`config.mk`:
```
export PLATFORM = sky130hd
export DESIGN_NAME = pngu_predict
export DESIGN_NICKNAME = d
export VERILOG_FILES = /design/src/design/pngu_pkg.sv /design/src/design/pngu_predict.sv
export SDC_FILE = /design/constraint.sdc
export NUM_CORES = 1
export LEC_CHECK = 0
export BUFFER_PORTS_ARGS = -buffer_cell sky130_fd_sc_hd__buf_2
export CORE_MARGIN = 4
export CORE_UTILIZATION = 45
export DETAILED_ROUTE_END_ITERATION = 6
export PLACE_DENSITY = 0.74
export SLEW_MARGIN = 5
export SYNTH_ARGS = -nofsm -noshare
export SYNTH_HDL_FRONTEND = slang
export SYNTH_SLANG_ARGS = --single-unit
```
`constraint.sdc`:
```
create_clock -name vclk -period 11.15
set_clock_uncertainty 0.15 [all_clocks]
set_input_delay 1.115 -clock vclk [all_inputs]
set_output_delay 1.115 -clock vclk [all_outputs]
set_load 0.02 [all_outputs]
```
`src/design/pngu_pkg.sv`:
```
// ----------------------------------------------------------------------------
// pngu_pkg
// Shared types and constants for the PNG scanline unfilter block.
// ----------------------------------------------------------------------------
package pngu_pkg;

    localparam int DEF_MAX_WIDTH       = 2048;
    localparam int DEF_BYTES_PER_PIXEL = 4;

    localparam int BYTE_W     = 8;
    localparam int CFG_WIDTH_W  = 12;
    localparam int CFG_HEIGHT_W = 16;
    localparam int CFG_DATA_W = 16;
    localparam int ROW_CNT_W  = 16;

    // Filter codes as carried in the stream
    typedef enum logic [2:0] {
        FILT_NONE  = 3'd0,
        FILT_SUB   = 3'd1,
        FILT_UP    = 3'd2,
        FILT_AVG   = 3'd3,
        FILT_PAETH = 3'd4
    } t_filter;

    localparam logic [BYTE_W-1:0] FILT_MAX_CODE = 8'd4;

    // Configuration register indexes
    typedef enum logic [0:0] {
        CFG_IMAGE_WIDTH  = 1'b0,
        CFG_IMAGE_HEIGHT = 1'b1
    } t_cfg_reg;

    // Per-byte control handed to the predictor
    typedef struct packed {
        t_filter filter;
        logic    bad;
    } t_pred_ctl;

endpackage

```
`src/design/pngu_predict.sv`:
```
// ----------------------------------------------------------------------------
// pngu_predict
// Rebuild one filtered byte from its left, up and upper-left neighbors.
// ----------------------------------------------------------------------------
module pngu_predict
    import pngu_pkg::*;
(
    input  t_pred_ctl         i_ctl,
    input  logic [BYTE_W-1:0] i_x,
    input  logic [BYTE_W-1:0] i_a,
    input  logic [BYTE_W-1:0] i_b,
    input  logic [BYTE_W-1:0] i_c,
    output logic [BYTE_W-1:0] o_r
);

    logic [BYTE_W:0]   avg_sum;
    logic signed [9:0] pa;
    logic signed [9:0] pb;
    logic signed [9:0] pc;
    logic [9:0]        pa_abs;
    logic [9:0]        pb_abs;
    logic [9:0]        pc_abs;
    logic [BYTE_W-1:0] paeth;
    logic [BYTE_W-1:0] pred;

    assign avg_sum = {1'b0, i_a} + {1'b0, i_b};

    // p = a + b - c, so p - a = b - c, p - b = a - c, p - c = a + b - 2c
    always_comb begin
        pa = $signed({2'b00, i_b}) - $signed({2'b00, i_c});
        pb = $signed({2'b00, i_a}) - $signed({2'b00, i_c});
        pc = pa + pb;
        pa_abs = pa[9] ? 10'(-pa) : 10'(pa);
        pb_abs = pb[9] ? 10'(-pb) : 10'(pb);
        pc_abs = pc[9] ? 10'(-pc) : 10'(pc);
        if (pa_abs <= pb_abs && pa_abs <= pc_abs) begin
            paeth = i_a;
        end else if (pb_abs <= pc_abs) begin
            paeth = i_b;
        end else begin
            paeth = i_c;
        end
    end

    always_comb begin
        case (i_ctl.filter)
            FILT_NONE:  pred = '0;
            FILT_SUB:   pred = i_a;
            FILT_UP:    pred = i_b;
            FILT_AVG:   pred = avg_sum[BYTE_W:1];
            FILT_PAETH: pred = paeth;
            default:    pred = '0;
        endcase
        if (i_ctl.bad) begin
            pred = '0;
        end
    end

    assign o_r = i_x + pred;

endmodule

```
# Word-level counts from Yosys, hierarchy flattened
# Index checks and enable logic that the tools add are counted.
# word_totals
reg_bits	0
output_inout_bits	8
# op_classes
order_cmp	3
n_addsub	8
muxes	7
n_reduce_logical	1
eq_ne	4
# op_table
operator	n
$pmux 8 s4	1
$le 10x10->1	3
$mux 10	3
$mux 8	3
$neg 9->10	2
$sub 8x8->9	2
$add 9x9->10	1
$neg 10->10	1
$add 8x8->9	1
$add 8x8->8	1
$eq 3x2->1 const B	2
$eq 3x1->1 const B	1
$eq 3x3->1 const B	1
$logic_and 1x1->1	1

# Longest topological paths before layout
# depth
depth_word	10
mapped_depth	36
ltp_nobuf	35

# Least setup slack after synthesis
# No wires, ideal clock.
# synth_path
path_type	in2out
start	input i_b[0]
end	output o_r[7]
stages	35
setup_slack_ns	2.334
arrival_time_ns	7.551
path_cell_list	inv_1 ha_1 inv_1 fa_1 xnor2_1 inv_1 ha_1 a21oi_1 o21ai_1 a21o_1 maj3_2 xnor2_1 xnor2_1 nor3_1 a31oi_1 xor2_1 ha_1 nand4_1 nor2_1 a21oi_1 o211a_1 a31oi_2 mux2_2 a21oi_1 o22ai_1 and2_1 ha_1 a21o_1 a21oi_1 o21bai_1 a21oi_1 o21bai_1 a21oi_1 xnor2_1 xnor2_1
# synth_via
elab_chain_len	10
word_cells_on_any_way	16
classes_between	add/sub (6); order compare (3); mux (6); reduce/logical (1)
# synth_lines
item	line	rtl
start, declared	pngu_predict.sv:11	input logic [BYTE_W-1:0] i_b,
$sub 8x8->9	pngu_predict.sv:30	pa = $signed({2'b00, i_b}) - $signed({2'b00, i_c});
$add 9x9->10	pngu_predict.sv:32	pc = pa + pb;
$neg 10->10	pngu_predict.sv:35	pc_abs = pc[9] ? 10'(-pc) : 10'(pc);
$mux 10	pngu_predict.sv:35	
$le 10x10->1, on equally long branches	pngu_predict.sv:38, pngu_predict.sv:36	
$mux 8 / $logic_and 1x1->1 (equally long branches)	pngu_predict.sv:38, pngu_predict.sv:36	
$mux 8	pngu_predict.sv:36	if (pa_abs <= pb_abs && pa_abs <= pc_abs) begin
$pmux 8 s4 *	pngu_predict.sv:46	case (i_ctl.filter)
$mux 8 *	pngu_predict.sv:54	if (i_ctl.bad) begin
$add 8x8->8 *	pngu_predict.sv:59	assign o_r = i_x + pred;
end, declared	pngu_predict.sv:13	output logic [BYTE_W-1:0] o_r
# Every way passes the cells marked *; elsewhere a longest branch is shown, timed or not.

# Worst setup path in the final report
# Ends and elaborated chain as after synthesis.

==> flow_results.org <==
** Critical path
- Most common cell on crit path :: sky130_fd_sc_hd__a21oi_1
- Path length in cells of the critical path :: 37
- Grouping stages by cell kind, the critical path spends the most delay in compound AO/OA/AOI/OAI gates.
- Data arrival time of the critical path :: 8530 ps
- The worst setup path is of the input port to output port kind.
- In this run the worst path has a maximum fanout of 8.
- The slowest stage of the critical path belongs to the cell sky130_fd_sc_hd__a31oi_2.
- Nature of the critical path startpoint :: input port
- In this design, the stage delay of the slowest critical-path cell is 540 ps.
- Crit end category :: output port
- The critical path contains buffers and inverters numbering 5 combined.
- Worst path required time :: 9890 ps

** Cells and area
- Synthesis-to-layout area growth :: 9.472%
- In the layout the commonest cells are sky130_fd_sc_hd__ha_1, sky130_fd_sc_hd__buf_2, sky130_fd_sc_hd__nor2_1, sky130_fd_sc_hd__inv_1, sky130_fd_sc_hd__a21oi_1.
- Number of nets in the layout :: 560
- 0 antenna diodes ended up in the layout.
- Share of final-layout standard cells stronger than drive strength 1 :: 14.00%
- Leaving out fill and tap cells, the most frequent cell in the layout is sky130_fd_sc_hd__ha_1.
- Area occupied by registers :: 0 µm²
- Post-layout instance area :: between 3000 and 4000 µm²
- After the flow finishes, the layout carries non-filler instances totaling 530.
- The design has 0 sequential cells.
- Clock buffer count :: 0

** Timing
- For the final routed database, the setup TNS stands at 0 ps.
- Slew of the pin with the lowest slew margin :: 667.5 ps
- Number of failing hold endpoints at the final stage :: 0
- Worst hold slack across all endpoints :: 2456 ps
- Highest clock frequency the design can meet :: 102.1 MHz
- The max-slew violation count is 0.
- Crit share post-route :: 87.88%
- Setup repair after global routing missed its margin :: no
- Setup violations remaining at the end of the flow were counted as 0.
- Relative max-transition margin :: 55.36%
- Minimum clock period :: 9799 ps

** Global routing
- Gr usage total :: 18.77%
- The number of global-route vias before repair was about 3k.
- The first global-routing pass estimated 13.56 mm of wire.
- After global routing the overflow that remains totals 0.
- Entering global routing, the biggest net connects 17 pins.
- The number of antenna violations at the first check in global routing came to 0.

** Routing
- Wires add up to 7.882 mm.
- Routed vias :: just over 3k
- Via density per instance :: 5.813
- Number of antenna-violating nets in the routed design :: 0
- The detailed router finished its first iteration with 142 violations.
- Detailed-router iteration count before antenna repair :: 4
- WL per Instance :: about 15 µm
- In the routed design, unresolved DRC markers number 0.

** Yosys
- Synthesis produced a netlist whose cell count is roughly 410.
- By area the synthesized netlist is led by sky130_fd_sc_hd__ha_1, sky130_fd_sc_hd__xnor2_1, sky130_fd_sc_hd__xor2_1.
- Counting distinct cell types in the post-synthesis netlist gives 56.
- Most area-hungry cell type in the Yosys netlist :: sky130_fd_sc_hd__ha_1
- Synth warn :: 0
- Share of the synthesized area in the top cell type :: 27.01%
- Mean area per synthesized cell :: 7.553 µm²
- Sequential cells were found to cover 0% of the synthesized design area.
- In this run the cell area of the synthesized design comes to around 3100 µm².

** CTS
- For this design, the CTS-stage hold fixing added 0 buffers.
- Number of instances resized during post-cts repair :: 0
- Once the clock tree was built, the setup fixing pass inserted 0 buffers.

** Job
- Number of max-capacitance violations reported :: 0

** Place
- Including well taps, the total number of placed cells is 530.
- Buffers placed on the I/O ports in this run total 44.
- Final GP Congestion :: 0.8959
- The HPWL after detailed placement is around 7 mm.
- Placed inst area :: 3398 µm²

** Power and ir drop
- The design draws 0.0004989 W.
- Worst vdd rail ir drop :: 0.05170 mV
- The analysis attributes to cell leakage a power of between 1.5 and 2 nW.
- Clock share of power :: 0%
- P_sw :: approximately 0.00029 W
- Power spread over the standard cell area amounts to 146.8 nW/µm².
- Internal power :: 0.0002128 W
- Fraction of power consumed by sequential logic :: 0%
- Comb power frac :: 100.0%
- Net switching is between 50% and 60% of the power.

** Die
- In this run the count of I/O pins placed on the die edge is 44.
- Die width :: ~91 µm
- Full die area :: 8291 µm²
- Starting Density :: 45.94%
- Core Footprint :: a little under 7000 µm²
- In this run the core area contains 30 standard-cell rows.
- The die is 91.06 µm tall.

** Status
- The flow ran to the end, and the final reports show no timing, DRC or antenna violations.

** Min path
- The min-delay analysis places its worst path in the category input port to output port.
- Hold Path Depth :: 3
-- synth_stat cells (2+ instances only) --
master and instances:
sky130_fd_sc_hd__nand3_1 3, sky130_fd_sc_hd__xor2_2 2, sky130_fd_sc_hd__o21bai_1 8, sky130_fd_sc_hd__nor3_1 2
sky130_fd_sc_hd__ha_1 67, sky130_fd_sc_hd__o31a_1 2, sky130_fd_sc_hd__a21o_1 15, sky130_fd_sc_hd__nand4_1 8
sky130_fd_sc_hd__or4_1 2, sky130_fd_sc_hd__a211oi_1 7, sky130_fd_sc_hd__a22oi_1 8, sky130_fd_sc_hd__nor4_1 2
sky130_fd_sc_hd__xnor2_1 27, sky130_fd_sc_hd__mux2i_1 7, sky130_fd_sc_hd__o211ai_1 4, sky130_fd_sc_hd__conb_1 2
sky130_fd_sc_hd__o21ai_0 17, sky130_fd_sc_hd__mux2_2 4, sky130_fd_sc_hd__fa_1 5, sky130_fd_sc_hd__inv_1 36
sky130_fd_sc_hd__or3_1 3, sky130_fd_sc_hd__nand3b_1 2, sky130_fd_sc_hd__nor2b_1 14, sky130_fd_sc_hd__or2_1 2
sky130_fd_sc_hd__a31oi_1 5, sky130_fd_sc_hd__a31oi_2 2, sky130_fd_sc_hd__nor2_1 37, sky130_fd_sc_hd__a21oi_1 31
sky130_fd_sc_hd__nand2_1 15, sky130_fd_sc_hd__o22ai_1 5, sky130_fd_sc_hd__or2_2 3, sky130_fd_sc_hd__nand2b_1 4
sky130_fd_sc_hd__xor2_1 22, sky130_fd_sc_hd__o21ai_1 2, sky130_fd_sc_hd__maj3_2 2, sky130_fd_sc_hd__clkbuf_1 6
sky130_fd_sc_hd__o21a_1 9
-- metrics by stage --
| step | utilization [%] | setup WS (ps) |
|---|---|---|
| after floorplan | - | 2334 |
| after global placement | 50.30 | 1505 |
| after detailed placement | 50.30 | 1380 |
| after CTS | 50.30 | 1357 |
| after global routing | 50.30 | 617.9 |
| final | 50.30 | 1351 |
-- logic make-up (layout without fill, tap and decap cells) --
logic type / after synthesis / in the layout / share of synthesized area, %
buf+inv: 44 / 81 / 5.562
compound gates: 127 / 127 / 28.01
xor+xnor: 51 / 51 / 14.87
simple gates: 101 / 101 / 16.32
other cells: 2 / 4 / 0.2419
mux: 11 / 11 / 3.708
fa+ha+maj: 75 / 75 / 31.28
-- per-layer routing --
layer / global-route usage, % / vias up / wire (µm)
met5: 0 / - / 0
met4: 1.508 / 0 / 63
met3: 0.2486 / 4 / 220
met2: 35.19 / 59 / 3860
met1: 24.89 / 1446 / 3738
li1: - / 1572 / -
-- path summary, 6_finish.rpt --
check  startpoint     end  slack, ps
min        i_x[0]  o_r[0]       2460
max        i_b[0]  o_r[7]       1350
-- power groups by stage --
stage | logic, W | registers (W) | clock network [W]
2_1_floorplan | 0.000390 | 0 | 0
3_3_place_gp | 0.000477 | 0 | 0
3_5_place_dp | 0.000494 | 0 | 0
4_1_cts | 0.000497 | 0 | 0
5_1_grt | 0.000560 | 0 | 0
6_report | 0.000499 | 0 | 0
-- tightest hold or removal path: stages --
cell,delay (ps)
sky130_fd_sc_hd__buf_2,90
sky130_fd_sc_hd__ha_1,130
sky130_fd_sc_hd__buf_2,160
-- layout make-up --
type / instances / area, µm²
Tap cell: 80 / 100.1
Timing Repair Buffer: 44 / 220.2
Multi-Input combinational cell: 369 / 2939
Fill cell: 675 / 3358
Inverter: 37 / 138.9
(Power assumes the default switching activity.)
